===== src/rtl/core/intruder_alarm_sequencer_core_defines.svh =====
// Assertion macros shared by the intruder alarm sequencer RTL.
// No dependencies; included by files that carry concurrent checks.
`ifndef INTRUDER_ALARM_SEQUENCER_CORE_DEFINES_SVH
`define INTRUDER_ALARM_SEQUENCER_CORE_DEFINES_SVH

// Same-cycle implication, disabled while reset is held.
`define IAS_ASSERT_IMPLY(label, clk, rst_n, ante, cons) \
  label: assert property (@(posedge clk) disable iff (!rst_n) (ante) |-> (cons)) \
    else $error("ias check failed");

// Next-cycle implication, disabled while reset is held.
`define IAS_ASSERT_NEXT(label, clk, rst_n, ante, cons) \
  label: assert property (@(posedge clk) disable iff (!rst_n) (ante) |=> (cons)) \
    else $error("ias check failed");

`endif


===== src/rtl/core/ias_pkg.sv =====
// Package for the intruder alarm sequencer: mode codes, LED bit positions,
// register indexes, reset values and the config/result structs. No dependencies.
package ias_pkg;

  localparam int IAS_TIMER_WIDTH = 16;

  typedef enum logic [2:0] {
    MODE_OFF     = 3'd0,
    MODE_ARMING  = 3'd1,
    MODE_ARMED   = 3'd2,
    MODE_TRIG    = 3'd3,
    MODE_SOUND   = 3'd4,
    MODE_DISARM  = 3'd5
  } mode_t;

  // Bit positions in the latched drive vector
  localparam int LED_STATUS = 0;
  localparam int LED_ARMED  = 1;
  localparam int LED_BUZZ   = 2;

  // Register indexes on the config port
  localparam logic [2:0] CFG_BLINK_HALF   = 3'd0;
  localparam logic [2:0] CFG_ARM_BLINKS   = 3'd1;
  localparam logic [2:0] CFG_TRIG_ROUNDS  = 3'd2;
  localparam logic [2:0] CFG_SOUND_STEP   = 3'd3;
  localparam logic [2:0] CFG_SOUND_ROUNDS = 3'd4;
  localparam logic [2:0] CFG_DISARM_WAIT  = 3'd5;

  // Reset values
  localparam logic [15:0] RST_BLINK_HALF   = 16'd100;
  localparam logic [7:0]  RST_ARM_BLINKS   = 8'd11;
  localparam logic [7:0]  RST_TRIG_ROUNDS  = 8'd11;
  localparam logic [15:0] RST_SOUND_STEP   = 16'd200;
  localparam logic [7:0]  RST_SOUND_ROUNDS = 8'd3;
  localparam logic [15:0] RST_DISARM_WAIT  = 16'd1000;

  typedef struct packed {
    logic [15:0] blink_half_ms;
    logic [7:0]  arming_blinks;
    logic [7:0]  trigger_rounds;
    logic [15:0] sound_step_ms;
    logic [7:0]  sound_rounds;
    logic [15:0] disarm_wait_ms;
  } cfg_t;

  typedef struct packed {
    logic [2:0] leds;
    logic       notify;
    mode_t      mode;
  } result_t;

endpackage


===== src/rtl/core/ias_fsm.sv =====
// Mode machine of the intruder alarm sequencer: state registers and the
// one-tick update. Depends on ias_pkg.
module ias_fsm import ias_pkg::*; #(
  parameter int TIMER_WIDTH = IAS_TIMER_WIDTH
) (
  input  logic    clk,
  input  logic    rst_n,
  input  logic    step,
  input  logic    sensor,
  input  logic    button_n,
  input  cfg_t    cfg,
  output result_t res
);

  localparam int CW = ((TIMER_WIDTH > 16) ? TIMER_WIDTH : 16) + 1;

  mode_t                   mode_r, mode_nxt;
  logic [TIMER_WIDTH-1:0]  timer_r, timer_nxt;
  logic [7:0]              round_r, round_nxt;
  logic [1:0]              phase_r, phase_nxt;
  logic [2:0]              led_r, led_nxt;
  logic                    notify;

  logic [15:0]             len;
  logic                    done;
  logic                    pressed;
  logic                    go_disarm;
  logic [7:0]              round_inc;
  logic [TIMER_WIDTH-1:0]  timer_inc;

  assign pressed   = ~button_n;
  assign round_inc = round_r + 8'd1;
  assign timer_inc = timer_r + {{(TIMER_WIDTH-1){1'b0}}, 1'b1};

  always_comb begin
    case (mode_r)
      MODE_ARMING, MODE_TRIG: len = cfg.blink_half_ms;
      MODE_SOUND:             len = cfg.sound_step_ms;
      default:                len = cfg.disarm_wait_ms;
    endcase
  end

  // Last tick of a phase; saturated timer ends it too
  assign done = (CW'(timer_r) + CW'(1) >= CW'(len)) || (&timer_r);

  always_comb begin
    mode_nxt  = mode_r;
    timer_nxt = timer_r;
    round_nxt = round_r;
    phase_nxt = phase_r;
    led_nxt   = led_r;
    notify    = 1'b0;
    go_disarm = 1'b0;

    case (mode_r)
      MODE_ARMING: begin
        timer_nxt = done ? '0 : timer_inc;
        if (done) begin
          if (phase_r == 2'd0) begin
            phase_nxt           = 2'd1;
            led_nxt[LED_STATUS] = 1'b0;
          end else begin
            round_nxt = round_inc;
            phase_nxt = 2'd0;
            if (round_inc >= cfg.arming_blinks) begin
              led_nxt[LED_ARMED]  = 1'b1;
              led_nxt[LED_STATUS] = 1'b0;
              mode_nxt            = MODE_ARMED;
            end else begin
              led_nxt[LED_STATUS] = 1'b1;
            end
          end
        end
      end
      MODE_ARMED: begin
        if (sensor) begin
          mode_nxt            = MODE_TRIG;
          timer_nxt           = '0;
          round_nxt           = '0;
          phase_nxt           = 2'd0;
          led_nxt[LED_STATUS] = 1'b1;
        end else if (pressed) begin
          go_disarm = 1'b1;
        end
      end
      MODE_TRIG: begin
        timer_nxt = done ? '0 : timer_inc;
        if (done) begin
          case (phase_r)
            2'd0: begin
              led_nxt[LED_ARMED] = 1'b1;
              phase_nxt          = 2'd1;
            end
            2'd1: begin
              led_nxt[LED_STATUS] = 1'b0;
              phase_nxt           = 2'd2;
            end
            2'd2: begin
              led_nxt[LED_ARMED] = 1'b0;
              phase_nxt          = 2'd3;
            end
            default: begin
              if (pressed) begin
                go_disarm = 1'b1;
              end else begin
                round_nxt = round_inc;
                phase_nxt = 2'd0;
                if (round_inc >= cfg.trigger_rounds) begin
                  mode_nxt          = MODE_SOUND;
                  round_nxt         = '0;
                  led_nxt[LED_BUZZ] = 1'b1;
                end else begin
                  led_nxt[LED_STATUS] = 1'b1;
                end
              end
            end
          endcase
        end
      end
      MODE_SOUND: begin
        timer_nxt = done ? '0 : timer_inc;
        if (done) begin
          case (phase_r)
            2'd0: begin
              led_nxt[LED_BUZZ]   = 1'b0;
              led_nxt[LED_STATUS] = 1'b1;
              phase_nxt           = 2'd1;
            end
            2'd1: begin
              led_nxt[LED_STATUS] = 1'b0;
              led_nxt[LED_ARMED]  = 1'b1;
              phase_nxt           = 2'd2;
            end
            default: begin
              led_nxt[LED_ARMED] = 1'b0;
              phase_nxt          = 2'd0;
              round_nxt          = round_inc;
              if (round_inc >= cfg.sound_rounds) begin
                notify    = 1'b1;
                round_nxt = '0;
                if (pressed) begin
                  go_disarm = 1'b1;
                end else begin
                  mode_nxt = MODE_ARMED;
                end
              end else begin
                led_nxt[LED_BUZZ] = 1'b1;
              end
            end
          endcase
        end
      end
      MODE_DISARM: begin
        timer_nxt = done ? '0 : timer_inc;
        if (done) begin
          mode_nxt  = MODE_OFF;
          timer_nxt = '0;
          round_nxt = '0;
          phase_nxt = 2'd0;
          led_nxt   = 3'b001;
        end
      end
      default: begin
        led_nxt = 3'b001;
        if (mode_r != MODE_OFF || pressed) begin
          timer_nxt = '0;
          round_nxt = '0;
          phase_nxt = 2'd0;
        end
        mode_nxt = pressed ? MODE_ARMING : MODE_OFF;
      end
    endcase

    // Disarm entry; zero wait drops straight to off
    if (go_disarm) begin
      if (cfg.disarm_wait_ms == 16'd0) begin
        mode_nxt  = MODE_OFF;
        timer_nxt = '0;
        round_nxt = '0;
        phase_nxt = 2'd0;
        led_nxt   = 3'b001;
      end else begin
        mode_nxt  = MODE_DISARM;
        timer_nxt = '0;
      end
    end
  end

  always_ff @(posedge clk) begin
    if (!rst_n) begin
      mode_r  <= MODE_OFF;
      timer_r <= '0;
      round_r <= '0;
      phase_r <= 2'd0;
      led_r   <= 3'b001;
    end else if (step) begin
      mode_r  <= mode_nxt;
      timer_r <= timer_nxt;
      round_r <= round_nxt;
      phase_r <= phase_nxt;
      led_r   <= led_nxt;
    end
  end

  assign res.leds   = led_nxt;
  assign res.notify = notify;
  assign res.mode   = mode_nxt;

endmodule


===== src/rtl/core/intruder_alarm_sequencer_core.sv =====
// Intruder alarm sequencer: each input transaction is one millisecond tick
// (sensor level, active-low button level) and yields exactly one result
// transaction with the latched status LED, armed LED and buzzer levels, a
// one-tick notify pulse and the mode after that tick. A tick passes through
// an input register, one pass of the mode update logic and an output
// register; a new tick is taken every cycle while the output side keeps up;
// the output register holds a result under stall and the input register
// keeps the next tick. Config registers are written over the cfg_ port
// (always ready) and must only change while idle.
// Depends on ias_pkg and ias_fsm.
`include "intruder_alarm_sequencer_core_defines.svh"

module intruder_alarm_sequencer_core import ias_pkg::*; #(
  parameter int TIMER_WIDTH = IAS_TIMER_WIDTH
) (
  input  logic        clk,
  input  logic        rst_n,
  // tick channel
  input  logic        in_valid,
  output logic        in_stall,
  input  logic        in_sensor,
  input  logic        in_button_n,
  // result channel
  output logic        out_valid,
  input  logic        out_stall,
  output logic        out_status_led,
  output logic        out_armed_led,
  output logic        out_buzzer,
  output logic        out_notify,
  output logic [2:0]  out_mode,
  // config write channel
  input  logic        cfg_valid,
  output logic        cfg_ready,
  input  logic [2:0]  cfg_index,
  input  logic [15:0] cfg_data
);

  cfg_t    cfg_r;
  result_t res;
  result_t out_r;

  logic in_vld_r;
  logic in_sensor_r;
  logic in_button_n_r;
  logic out_vld_r;
  logic adv;
  logic in_take;

  // Config registers; unknown indexes are dropped
  assign cfg_ready = 1'b1;

  always_ff @(posedge clk) begin
    if (!rst_n) begin
      cfg_r.blink_half_ms  <= RST_BLINK_HALF;
      cfg_r.arming_blinks  <= RST_ARM_BLINKS;
      cfg_r.trigger_rounds <= RST_TRIG_ROUNDS;
      cfg_r.sound_step_ms  <= RST_SOUND_STEP;
      cfg_r.sound_rounds   <= RST_SOUND_ROUNDS;
      cfg_r.disarm_wait_ms <= RST_DISARM_WAIT;
    end else if (cfg_valid && cfg_ready) begin
      case (cfg_index)
        CFG_BLINK_HALF:   cfg_r.blink_half_ms  <= cfg_data;
        CFG_ARM_BLINKS:   cfg_r.arming_blinks  <= cfg_data[7:0];
        CFG_TRIG_ROUNDS:  cfg_r.trigger_rounds <= cfg_data[7:0];
        CFG_SOUND_STEP:   cfg_r.sound_step_ms  <= cfg_data;
        CFG_SOUND_ROUNDS: cfg_r.sound_rounds   <= cfg_data[7:0];
        CFG_DISARM_WAIT:  cfg_r.disarm_wait_ms <= cfg_data;
        default: ;
      endcase
    end
  end

  // Tick moves from input register to output register when there is room
  assign adv      = in_vld_r && (!out_vld_r || !out_stall);
  assign in_stall = in_vld_r && !adv;
  assign in_take  = in_valid && !in_stall;

  always_ff @(posedge clk) begin
    if (!rst_n) begin
      in_vld_r <= 1'b0;
    end else if (in_take) begin
      in_vld_r <= 1'b1;
    end else if (adv) begin
      in_vld_r <= 1'b0;
    end
  end

  always_ff @(posedge clk) begin
    if (in_take) begin
      in_sensor_r   <= in_sensor;
      in_button_n_r <= in_button_n;
    end
  end

  ias_fsm #(
    .TIMER_WIDTH (TIMER_WIDTH)
  ) u_fsm (
    .clk      (clk),
    .rst_n    (rst_n),
    .step     (adv),
    .sensor   (in_sensor_r),
    .button_n (in_button_n_r),
    .cfg      (cfg_r),
    .res      (res)
  );

  // Output register, held while the consumer stalls
  always_ff @(posedge clk) begin
    if (!rst_n) begin
      out_vld_r <= 1'b0;
    end else if (adv) begin
      out_vld_r <= 1'b1;
    end else if (!out_stall) begin
      out_vld_r <= 1'b0;
    end
  end

  always_ff @(posedge clk) begin
    if (adv) begin
      out_r <= res;
    end
  end

  assign out_valid      = out_vld_r;
  assign out_status_led = out_r.leds[LED_STATUS];
  assign out_armed_led  = out_r.leds[LED_ARMED];
  assign out_buzzer     = out_r.leds[LED_BUZZ];
  assign out_notify     = out_r.notify;
  assign out_mode       = out_r.mode;

  // Notify only fires on the tick sounding ends, which lands in armed, disarm or off
  `IAS_ASSERT_IMPLY(a_notify_exit, clk, rst_n, out_vld_r && out_r.notify, out_r.mode == MODE_ARMED || out_r.mode == MODE_DISARM || out_r.mode == MODE_OFF)
  // Buzzer is only ever driven while sounding
  `IAS_ASSERT_IMPLY(a_buzz_sound, clk, rst_n, out_vld_r && out_r.leds[LED_BUZZ], out_r.mode == MODE_SOUND)
  // Off mode always shows status LED alone
  `IAS_ASSERT_IMPLY(a_off_leds, clk, rst_n, out_vld_r && out_r.mode == MODE_OFF, out_r.leds == 3'b001)
  // A tick that advances always shows up as a result next cycle
  `IAS_ASSERT_NEXT(a_adv_out, clk, rst_n, adv, out_vld_r)

endmodule

===== config.mk =====
export PLATFORM = sky130hd
export DESIGN_NAME = intruder_alarm_sequencer_core
export DESIGN_NICKNAME = d
export VERILOG_FILES = /design/src/rtl/core/ias_pkg.sv /design/src/rtl/core/ias_fsm.sv /design/src/rtl/core/intruder_alarm_sequencer_core.sv
export VERILOG_INCLUDE_DIRS = /design/src /design/src/rtl/core
export SDC_FILE = /design/constraint.sdc
export NUM_CORES = 1
export LEC_CHECK = 0
export ABC_CLOCK_PERIOD_IN_PS = 11300
export BUFFER_PORTS_ARGS = -buffer_cell sky130_fd_sc_hd__buf_2
export CAP_MARGIN = 25
export CORE_ASPECT_RATIO = 0.75
export CORE_MARGIN = 5
export CORE_UTILIZATION = 23
export CTS_CLUSTER_SIZE = 12
export DETAILED_ROUTE_END_ITERATION = 6
export PLACE_DENSITY = 0.34
export SYNTH_ARGS = -nofsm -noshare
export SYNTH_HDL_FRONTEND = slang
export SYNTH_SLANG_ARGS = --single-unit

===== constraint.sdc =====
create_clock -name clk -period 11.3 [get_ports clk]
set_clock_uncertainty 0.15 [all_clocks]
set_input_delay 2.26 -clock clk [delete_from_list [all_inputs] [get_ports clk]]
set_output_delay 2.26 -clock clk [all_outputs]
set_load 0.02 [all_outputs]

Word-level counts from Yosys, hierarchy flattened --
Cells that the tools add are included. Widths: inputs -> output; s select.
Word-level totals: output and inout bits 10, register bits 115, logic and storage cells 162
Operators by class: equality and inequality tests 14, reductions and logical operators 31, add/sub/neg operators 3, multiplexer cells 89, bitwise logic cells 3, $lt $le $gt $ge 4
Operators by type and width (number):
- $mux 8 | 14
- $mux 16 | 4
- $pmux 16 s2 | 2
- $mux 3 | 20
- $pmux 8 s5 | 1
- $mux 1 | 25
- $ge 8x8->1 | 3
- $mux 2 | 10
- $add 16x1->17 const B | 1
- $ge 17x16->1 | 1
- $add 16x1->16 const B | 1
- $logic_not 16->1 | 1
- $reduce_and 16->1 | 1
- $pmux 3 s5 | 1
- $eq 3x2->1 const B | 4
- $eq 3x3->1 const B | 4
- $reduce_and 2->1 | 6
- $pmux 1 s2 | 5
- $pmux 1 s5 | 2
- $pmux 2 s5 | 1
- $add 8x1->8 const B | 1
- $reduce_or 2->1 | 4
- $reduce_or 4->1 | 2
- $eq 3x1->1 const B | 2
- 19 further kinds | 28

Logic depth before layout (Yosys ltp) --
Gate-level depths: netlist (run 1).
depth after elaboration 9, depth in mapped cells 18, mapped depth without buffers 15

By module --
A second synthesis (run 1) with hierarchy kept.
Unflattened totals: cell total of the unflattened synthesis 777, area total of the unflattened synthesis 6929.1 um2
Modules (own cells, without submodules):
- ias_fsm | area each 3799.9 um2, cells each 490, sequential area each 640.6 um2, instances 1
- intruder_alarm_sequencer_core | area each 3129.3 um2, cells each 287, sequential area each 1751.7 um2, instances 1

Worst setup path before layout (run 1) --
Ideal clock, no wire load.
path type input port to output port, start point input port out_stall, end point output port in_stall, data required time 8890 ps, slack 6344 ps, stages 1, data arrival time 2546 ps, buffers on the path 0, cell sequence and3_1
On the way: longest elaborated chain between the ends 5
RTL lines:
- start, declared | line intruder_alarm_sequencer_core.sv:25 | input logic out_stall,
- $logic_not 1->1
- $logic_or 1x1->1 | line intruder_alarm_sequencer_core.sv:74 | assign adv = in_vld_r && (!out_vld_r || !out_stall);
- $logic_and 1x1->1 | line intruder_alarm_sequencer_core.sv:74
- $logic_not 1->1 | line intruder_alarm_sequencer_core.sv:75 | assign in_stall = in_vld_r && !adv;
- $logic_and 1x1->1 | line intruder_alarm_sequencer_core.sv:75
- end, declared | line intruder_alarm_sequencer_core.sv:20 | output logic in_stall,
Every way passes these cells.

Worst setup path in the final report (run 1) --
Same ends and word-level chain as after synthesis.

==> metrics.cfg, run 1 <==
[clock_network]
cts_sinks = 115
postCtsHoldBufs = 0
cts_tree = built
cts_max_path_buffers = 2
clock_latency_ps = 430
postCtsSetupBuffers = 0
cts_buffers = 17
cts_root_buf = clkbuf_16
cts_max_level = 4
path_clk_slew_ps = 50
cts_resized = 0

[place]
dpl_worst_slack_ps = 6170
gp_congestion = 0.759
dp_hpwl_um = 15500
post-place-cells = 1277
port_buffers = 34

[synthesis]
synth_edf_count = 9
synth_cells = 892
yosysWarnings = 0
yosysSeqAreaShare = 0.348
ys_ff_latch = 115
synthDistinctLibCells = 65
synth_nets = 965
synth_top_cell_area_share = 0.308
synth-async-reset-ratio = 0
ys.flop_type = dfxtp_1
yosys.area.top_type = dfxtp_1
netlist_area_um2 = 6880
syn_area_per_cell_um2 = 7.72
ys_top_cells_by_area = dfxtp_1 (31%), nand2_1 (10%), ha_1 (8.5%)

[layout]
mostFrequentLayoutCells = nand2_1 (189), a21oi_1 (109), dfxtp_1 (104), nor2_1 (68), ha_1 (47)
antenna_cells = 0
fillers = 3283
layout.cells.non_filler = 1309
multiInputGateArea_um2 = 4180
fin_nets = 978
regArea_um2 = 2390
syn_to_final_growth_pct = 16.7
mostFrequentLayoutCell = nand2_1
drive_above_1_share = 0.124

[pwr]
leakagePower_uw = 0.00307
ir_drop_mv = 0.0990
power.density_nw_per_um2 = 139

[status]
status = finished clean

[worst_setup_path]
cp.required_ps = 8890
startpoint_type = primary input
critPathBufInv = 2
endpoint_kind = output port
crit_fanout = 3
worst_path_max_delay_cell = and3_1
path_cells = buf_2 -> and3_1 -> buf_2
cpLargestDelayFamily = buffers and inverters
crit_path_max_incr_delay_ps = 190
crit_top_cell = buf_2
arrival_ps = 2720
path_class = in2out

[global_routing]
grtUsageTotal = 0.137
grt_overflow_total = 0
grt_first_pass_wirelength_um = 36100
grt_max_degree = 77
antenna_found_initial = 0
grt_pass1_vias = 6091

[floorplan]
core-area_um2 = 29300
die_area_um2 = 33500
io_pins = 36
rows = 54
die_y_um = 160
die_w_um = 210
initial_core_util = 0.235

[timing]
hold_viol_final = 0
fin_crit_ps = 5130
timing.final.ws_setup_ps = 6170
tightestPinTransition_ps = 1010
slew_viol_final = 0
setup_viol = 0
min_period_over_period = 0.454
rsz0062_at_grt = false
setup_tns_ps = 0
relSlewSlack = 0.328
max_freq_ghz = 0.195

[flow_run]
max_cap_viol_count = 0

[route]
drc_errors = 0
first_pass_iters = 5
drtIter0Drc = 411
drtAntennaViolNets = 0
drt-vias-per-instance = 4.73
wl_per_cell_um = 17.4
vias = 6193
wl_um = 22700

[min_path]
min_path_type = reg2reg

## final cells by class
class | instances | share of cell area
multi-input combinational | 699 | 0.521
inverter | 29 | 0.0135
tap | 392 | 0.0610
clock inverter | 9 | 0.0154
clock buffer | 22 | 0.0618
sequential | 115 | 0.298
timing repair buffer | 43 | 0.0296
## through the flow
stage / area, um2 / util / hold slack [ps] / power, uW
3_5_place_dp: 7410 / 0.253 / 296 / 539
5_1_grt: 8040 / 0.274 / 319 / 1170
3_3_place_gp: 7410 / 0.253 / 295 / 540
4_1_cts: 8030 / 0.274 / 304 / 1130
2_1_floorplan: 6880 / - / 283 / 501
6_report: 8040 / 0.274 / 304 / 1120
## Yosys cell counts, drive strengths merged, types with 3 or more instances
cell,number
mux2i,16
nor2,70
nand4,11
mux2,16
buf,15
dfxtp,106
a211o,6
o31a,3
or2,7
o21ai,31
inv,29
nand2,189
and2,7
a21o,9
and3,5
nor2b,7
o221ai,3
nor3,15
nand2b,9
xor2,9
a31oi,8
o211ai,8
a211oi,8
edfxtp,9
a221oi,3
nand3b,5
ha,47
nor4,11
o31ai,3
clkbuf,34
xnor2,9
o21a,3
nand3,43
a21oi,111
## power by group
group	leakage (uW)	internal (uW)	switching, uW
Combinational	0.00182	32.8	70.2
Sequential	0.000944	420	6.12
Clock	0.000310	376	210
Total	0.00307	829	287
## cells by family after synthesis
group           Yosys count  synth area share
flops                   115             0.348
other cells               1          0.000545
simple gates            385             0.252
compound gates          216             0.198
buf+inv                  78            0.0449
mux                      32            0.0494
fa+ha+maj                47            0.0854
xor+xnor                 18            0.0229
## worst min-delay path, stage by stage, from the launching register on
cell,delay [ps]
dfxtp_1,300
nand2_1,50
a21oi_1,50
## path summary, 6_finish.rpt
path | from | end | slack [ps] | cells past startpoint
worst min-delay path | cfg_r[22] | cfg_r[22] | 300 | 2
worst max register to register | u_fsm.timer_r[0] | u_fsm.phase_r[0] | 6830 | 15
worst max-delay path | out_stall | in_stall | 6170 | 3
worst min register to register | cfg_r[22] | cfg_r[22] | 300 | 2
## state kept, by name, summed over array words and instances, names as in the netlist, 2 cells and up
| signal | flops |
|---|---|
| cfg_r | 72 |
| out_mode | 3 |
| u_fsm.led_r | 3 |
| u_fsm.mode_r | 3 |
| u_fsm.phase_r | 2 |
| u_fsm.round_r | 8 |
| u_fsm.timer_r | 16 |
## layer usage
metal | global-route usage | wire [um] | up-vias
met5 | 0 | 0 | -
met4 | 0.0279 | 221 | 0
met3 | 0.0306 | 772 | 15
met2 | 0.206 | 9760 | 84
met1 | 0.202 | 12000 | 2930
li1 | - | - | 3164
(Power assumes the default switching activity.)
==> run 2: changes to the inputs <==
--- a/config.mk
+++ b/config.mk
@@ -6,7 +6,7 @@
 export SDC_FILE = /design/constraint.sdc
 export NUM_CORES = 1
 export LEC_CHECK = 0
-export ABC_CLOCK_PERIOD_IN_PS = 11300
+export ABC_CLOCK_PERIOD_IN_PS = 4650
 export BUFFER_PORTS_ARGS = -buffer_cell sky130_fd_sc_hd__buf_2
 export CAP_MARGIN = 25
 export CORE_ASPECT_RATIO = 0.75
@@ -14,7 +14,7 @@
 export CORE_UTILIZATION = 23
 export CTS_CLUSTER_SIZE = 12
 export DETAILED_ROUTE_END_ITERATION = 6
-export PLACE_DENSITY = 0.34
+export PLACE_DENSITY = 0.35
 export SYNTH_ARGS = -nofsm -noshare
 export SYNTH_HDL_FRONTEND = slang
 export SYNTH_SLANG_ARGS = --single-unit
==> constraint.sdc (replaced) <==
create_clock -name clk -period 4.65 [get_ports clk]
set_clock_uncertainty 0.15 [all_clocks]
set_input_delay 0.93 -clock clk [delete_from_list [all_inputs] [get_ports clk]]
set_output_delay 0.93 -clock clk [all_outputs]
set_load 0.02 [all_outputs]
==> run 2 against run 1 <==
Compared with the run above:
- critical path depth rose by 13
- combinational power rose by 140%
- count of clock-buffer cells in the layout fell by 2
- sequential share of layout area fell by 0.079 points
==> metrics.cfg, run 2 (synthesis results as in run 1) <==
[status]
status = finished clean  ; unchanged

[clock_network]
cts_max_path_buffers = 2  ; unchanged
cts_root_buf = clkbuf_16  ; unchanged
clock_latency_ps = 430  ; about the same
path_clk_slew_ps = 60  ; was 50 ps
cts_tree = built  ; unchanged
cts_sinks = 115  ; unchanged
cts_buffers = 17  ; unchanged
cts_max_level = 4  ; unchanged
postCtsSetupBuffers = 0  ; unchanged

[worst_setup_path]
endpoint_kind = flip-flop  ; was output port
reg2reg_to = u_fsm.round_r[0]  ; was u_fsm.phase_r[0]
path_class = reg2reg  ; was in2out
crit_fanout = 10  ; was 3
arrival_ps = 4520  ; was 2720 ps
startpoint_type = flip-flop  ; was primary input
cp.required_ps = 4880  ; was 8890 ps
rr_worst_depth = 16  ; was 15
timing.rr.start = u_fsm.timer_r[0]  ; unchanged
reg2reg_slack_ps = 360  ; was 6830 ps

[layout]
regMostFlops = cfg_r  ; unchanged
syn_to_final_growth_pct = 17.0  ; was 16.7%
multiInputGateArea_um2 = 4190  ; was 4180 um2
mostFrequentLayoutCells = nand2_1 (189), a21oi_1 (109), dfxtp_1 (104), nor2_1 (67), ha_1 (47)  ; was nand2_1 (189), a21oi_1 (109), dfxtp_1 (104), nor2_1 (68), ha_1 (47)
fillers = 3206  ; was 3283
mostFrequentLayoutCell = nand2_1  ; unchanged
antenna_cells = 0  ; unchanged
regArea_um2 = 2390  ; unchanged
utilization = 0.275  ; was 0.274
reg.largest.list = cfg_r: 72 flops, u_fsm.timer_r: 16 flops, u_fsm.round_r: 8 flops  ; unchanged
largest_reg_flops = 72  ; unchanged
fin_nets = 987  ; was 978
drive_above_1_share = 0.136  ; was 0.124
layout.cells.non_filler = 1319  ; was 1309

[floorplan]
core-area_um2 = 29300  ; unchanged
die_area_um2 = 33500  ; unchanged
die_y_um = 160  ; unchanged
rows = 54  ; unchanged
io_pins = 36  ; unchanged
die_w_um = 210  ; unchanged
initial_core_util = 0.235  ; unchanged

[pwr]
clockPowerShare = 0.501  ; was 0.526
ir_drop_mv = 0.244  ; was 0.0990 mV
power.density_nw_per_um2 = 321  ; was 139 nW/um2
p_sw_uw = 707  ; was 287 uW
leakagePower_uw = 0.00308  ; was 0.00307 uW
switching_share = 0.273  ; was 0.257
power_uw = 2590  ; was 1120 uW
p_seq_frac = 0.402  ; was 0.382
combPwrFrac = 0.097  ; was 0.092
intPower_uw = 1880  ; was 829 uW

[timing]
max_freq_ghz = 0.233
rsz0062_at_grt = false  ; unchanged
slew_viol_final = 0  ; unchanged
setup_tns_ps = 0  ; unchanged
relSlewSlack = 0.371  ; was 0.328
setup_viol = 0  ; unchanged
hold_viol_final = 0  ; unchanged
timing.final.ws_setup_ps = 361  ; was 6170 ps
fin_crit_ps = 4290
min_period_over_period = 0.922
tightestPinTransition_ps = 935  ; was 1010 ps

[global_routing]
grt_overflow_total = 0  ; unchanged
grt_first_pass_wirelength_um = 35300  ; was 36100 um
grt_max_degree = 34  ; was 77
grt_pass1_vias = 5970  ; was 6091
grtUsageTotal = 0.135  ; was 0.137
antenna_found_initial = 0  ; unchanged

[place]
dpl_worst_slack_ps = 355  ; was 6170 ps
post-place-cells = 1287  ; was 1277
gp_congestion = 0.814  ; was 0.759
dp_hpwl_um = 15800  ; was 15500 um
port_buffers = 34  ; unchanged

[flow_run]
max_cap_viol_count = 0  ; unchanged

[route]
drc_errors = 0  ; unchanged
drtIter0Drc = 394  ; was 411
vias = 6197  ; was 6193
drtAntennaViolNets = 0  ; unchanged
wl_per_cell_um = 17.2  ; was 17.4 um
first_pass_iters = 5  ; unchanged
wl_um = 22700  ; about the same
drt-vias-per-instance = 4.70  ; was 4.73

[min_path]
min-delay-start = cfg_r[39]  ; was cfg_r[22]
min_path_type = reg2reg  ; unchanged
whs_endpoint = cfg_r[39]  ; was cfg_r[22]
holdPathStages = 2  ; unchanged

[run 2: cell count changes in the layout (fill, tap and decap cells not counted), sizes merged]
cell / change
clkinv: -1
inv: +2
clkbuf: -2
buf: +9
bufinv: -2
clkinvlp: +4
[run 2: timing repair]
action	CTS	global route
hold buffers	0	0
resized for setup	0	1
endpoints found under the setup margin	0	1
[run 2: critical path, stage by stage (launching register included)]
cell and delay, ps:
dfxtp_1 390, ha_1 300, nand3_1 120, or2_2 350
nor2_2 210, nand3_1 120, xnor2_1 210, ha_1 270
a21o_1 160, a21o_1 190, a211oi_2 280, o211ai_1 270
buf_4 260, a21oi_1 260, a21bo_2 260, a21oi_1 240
mux2_2 200
[run 2: power by group through the flow]
stage	sequential, uW	combinational (uW)	clock (uW)
floorplan	1060	162	0
finish	1040	251	1300
detailed placement	1060	253	0
global placement	1060	257	0
CTS	1040	255	1340
global route	1050	280	1370
[run 2: worst max path at each step]
stage | from | to | slack, ps | depth (start not counted)
6_report | u_fsm.timer_r[0] | u_fsm.round_r[0] | 360 | 16
5_1_grt | u_fsm.timer_r[0] | u_fsm.round_r[0] | 80 | 16
4_1_cts | u_fsm.timer_r[0] | u_fsm.round_r[0] | 310 | 16
3_5_place_dp | u_fsm.timer_r[0] | u_fsm.round_r[0] | 360 | 16
3_3_place_gp | u_fsm.timer_r[0] | u_fsm.phase_r[0] | 420 | 15
2_1_floorplan | u_fsm.mode_r[0] | u_fsm.phase_r[0] | 550 | 16
[run 2: metal layers]
metal  vias up  global-route usage  wire length (um)
li1       3185                   -                 -
met4         0              0.0359               254
met3        19              0.0286               909
met1      2887               0.196             11800
met2       106               0.204              9720
met5         -                   0                 0
[run 2: area by class of cell]
cell class | count | share of cell area
Timing Repair Buffer | 52 | 0.0379
Sequential cell | 115 | 0.297
Clock inverter | 12 | 0.0129
Clock buffer | 20 | 0.0581
Tap cell | 392 | 0.0609
Multi-Input combinational cell | 699 | 0.519
Inverter | 29 | 0.0135
[run 2: metrics by stage]
stage	hold slack [ps]	instance area [um2]
global route	321	8060
CTS	306	8050
global placement	295	7480
finish	302	8060
floorplan	283	6880
detailed placement	297	7480
==> run 3: changes to the inputs <==
--- a/config.mk
+++ b/config.mk
@@ -14,7 +14,7 @@
 export CORE_UTILIZATION = 23
 export CTS_CLUSTER_SIZE = 12
 export DETAILED_ROUTE_END_ITERATION = 6
-export PLACE_DENSITY = 0.35
+export PLACE_DENSITY = 0.43
 export SYNTH_ARGS = -nofsm -noshare
 export SYNTH_HDL_FRONTEND = slang
 export SYNTH_SLANG_ARGS = --single-unit
==> run 3 against run 2 <==
Compared with the run above:
- clock power rose by 10%
- largest power group unchanged
- count of clock-buffer cells in the layout rose by 1
- hold slack got worse by 0.69 ps
- register-to-register slack got worse by 20 ps
- highest routed layer unchanged
==> metrics.cfg, run 3 (synthesis results as in run 1) <==
[place]
port_buffers = 34  ; unchanged
dp_hpwl_um = 14900  ; was 15800 um
gp_congestion = 0.838  ; was 0.814
dpl_worst_slack_ps = 312  ; was 355 ps

[route]
wl_per_cell_um = 16.1  ; was 17.2 um
drt-vias-per-instance = 4.80  ; was 4.70
met3_length_um = 1060  ; was 909 um
vias = 6317  ; was 6197
drtIter0Drc = 526  ; was 394
met2_length_um = 9040  ; was 9720 um
wl_um = 21200  ; was 22700 um
first_pass_iters = 6  ; was 5
wl_met1_um = 10700  ; was 11800 um
topRoutingLayerUsed = met4  ; unchanged
drtAntennaViolNets = 0  ; unchanged
drc_errors = 0  ; unchanged

[pwr]
p_sw_uw = 677  ; was 707 uW
leakagePower_uw = 0.00310  ; was 0.00308 uW
p_seq_frac = 0.381  ; was 0.402
clockPowerShare = 0.527  ; was 0.501
power.density_nw_per_um2 = 335  ; was 321 nW/um2
ir_drop_mv = 0.244  ; about the same
switching_share = 0.249  ; was 0.273
combPwrFrac = 0.092  ; was 0.097
intPower_uw = 2040  ; was 1880 uW

[floorplan]
initial_core_util = 0.235  ; unchanged
core-area_um2 = 29300  ; unchanged
rows = 54  ; unchanged
die_w_um = 210  ; unchanged
die_area_um2 = 33500  ; unchanged
io_pins = 36  ; unchanged
die_y_um = 160  ; unchanged

[timing]
setup_viol = 0  ; unchanged
hold_viol_final = 0  ; unchanged
relSlewSlack = 0.413  ; was 0.371
setup_tns_ps = 0  ; unchanged
max_freq_ghz = 0.232  ; was 0.233 GHz
min_period_over_period = 0.927  ; was 0.922
rsz0062_at_grt = false  ; unchanged
fin_crit_ps = 4310  ; was 4290 ps
tightestPinTransition_ps = 878  ; was 935 ps
slew_viol_final = 0  ; unchanged
timing.final.ws_setup_ps = 338  ; was 361 ps

[layout]
fin_nets = 987  ; unchanged
regMostFlops = cfg_r  ; unchanged
largest_reg_flops = 72  ; unchanged
mostFrequentLayoutCells = nand2_1 (189), a21oi_1 (109), dfxtp_1 (105), nor2_1 (67), ha_1 (47)  ; was nand2_1 (189), a21oi_1 (109), dfxtp_1 (104), nor2_1 (67), ha_1 (47)
antenna_cells = 0  ; unchanged
drive_above_1_share = 0.133  ; was 0.136
fillers = 3200  ; was 3206
utilization = 0.276  ; was 0.275
syn_to_final_growth_pct = 17.8  ; was 17.0%
reg.largest.list = cfg_r: 72 flops, u_fsm.timer_r: 16 flops, u_fsm.round_r: 8 flops  ; unchanged
regArea_um2 = 2390  ; about the same
multiInputGateArea_um2 = 4190  ; about the same
mostFrequentLayoutCell = nand2_1  ; unchanged

[clock_network]
cts_root_buf = clkbuf_16  ; unchanged
postCtsSetupBuffers = 0  ; unchanged
cts_buffers = 17  ; unchanged
path_clk_slew_ps = 60  ; about the same
cts_max_level = 4  ; unchanged
cts_max_path_buffers = 2  ; unchanged
cts_sinks = 115  ; unchanged
clock_latency_ps = 430  ; about the same
cts_tree = built  ; unchanged

[min_path]
whs_endpoint = cfg_r[35]  ; was cfg_r[39]
min-delay-start = cfg_r[35]  ; was cfg_r[39]
min_path_type = reg2reg  ; unchanged
holdPathStages = 2  ; unchanged

[worst_setup_path]
arrival_ps = 4530  ; was 4520 ps
timing.rr.start = u_fsm.timer_r[0]  ; unchanged
startpoint_type = flip-flop  ; unchanged
endpoint_kind = flip-flop  ; unchanged
reg2reg_to = u_fsm.round_r[0]  ; unchanged
reg2reg_slack_ps = 340  ; was 360 ps
crit_path_max_incr_delay_ps = 410  ; was 390 ps
cp.required_ps = 4870  ; was 4880 ps
crit_fanout = 10  ; unchanged
path_cells = ha_1 -> nand3_1 -> or2_2 -> nor2_2 -> nand3_1 -> xnor2_1 -> ha_1 -> a21o_1 -> a21o_1 -> a211oi_2 -> o211ai_1 -> buf_4 -> a21oi_1 -> a21bo_2 -> a21oi_1 -> mux2_2  ; unchanged
worst_path_max_delay_cell = dfxtp_1  ; unchanged
rr_worst_depth = 16  ; unchanged
path_class = reg2reg  ; unchanged

[global_routing]
grtUsageTotal = 0.129  ; was 0.135
grt_overflow_total = 0  ; unchanged
grt_first_pass_wirelength_um = 34300  ; was 35300 um
grt_max_degree = 36  ; was 34
grt_pass1_vias = 6043  ; was 5970
antenna_found_initial = 0  ; unchanged

[flow_run]
max_cap_viol_count = 0  ; unchanged

[status]
status = finished clean  ; unchanged

-- run 3: metal layers --
layer | vias up | GRT usage
met5 | - | 0
met4 | 0 | 0.0385
met3 | 27 | 0.0288
met2 | 175 | 0.191
met1 | 2934 | 0.187
li1 | 3181 | -
-- run 3: worst max path at each step --
stage,from,to,slack (ps),cells after the start
floorplan,u_fsm.mode_r[0],u_fsm.phase_r[0],550,16
global placement,u_fsm.timer_r[2],u_fsm.round_r[2],440,15
detailed placement,u_fsm.timer_r[0],u_fsm.round_r[0],310,16
CTS,u_fsm.timer_r[0],u_fsm.round_r[0],300,16
global route,u_fsm.timer_r[2],u_fsm.round_r[4],20,15
finish,u_fsm.timer_r[0],u_fsm.round_r[0],340,16
-- run 3: layout make-up --
class,count,area share
clock buffers,21,0.0582
clock inverters,9,0.0188
inverters,29,0.0134
multi-input cells,699,0.517
flip-flops and latches,115,0.295
well taps,392,0.0605
repair buffers,52,0.0373
-- run 3: repair_timing --
action,CTS,global route
gates resized for setup,0,1
hold buffers,0,0
setup endpoints to repair,0,3
-- run 3: through the flow --
step / power [uW] / area, um2 / std cells / hold WS, ps
CTS: 2750 / 8110 / 1317 / 305
detailed placement: 1310 / 7480 / 1287 / 297
global placement: 1310 / 7480 / 1286 / 293
global route: 2840 / 8110 / 1317 / 324
floorplan: 1220 / 6880 / 892 / 283
finish: 2720 / 8110 / 1317 / 301
-- run 3: power by group through the flow --
stage / Clock [uW] / Sequential [uW] / Combinational [uW]
3_3_place_gp: 0 / 1060 / 254
3_5_place_dp: 0 / 1060 / 250
2_1_floorplan: 0 / 1060 / 162
5_1_grt: 1520 / 1040 / 282
6_report: 1430 / 1040 / 250
4_1_cts: 1470 / 1040 / 252
-- run 3: critical path: cells and delay by family, from the launching register on --
| family | cells | cell delay (ps) |
|---|---|---|
| AO/OA/AOI/OAI | 7 | 1650 |
| AND/OR/NAND/NOR | 4 | 800 |
| adder cells (fa/ha/maj) | 2 | 580 |
| multiplexers | 1 | 200 |
| buffers and inverters | 1 | 280 |
| flip-flops | 1 | 410 |
| XOR/XNOR | 1 | 200 |
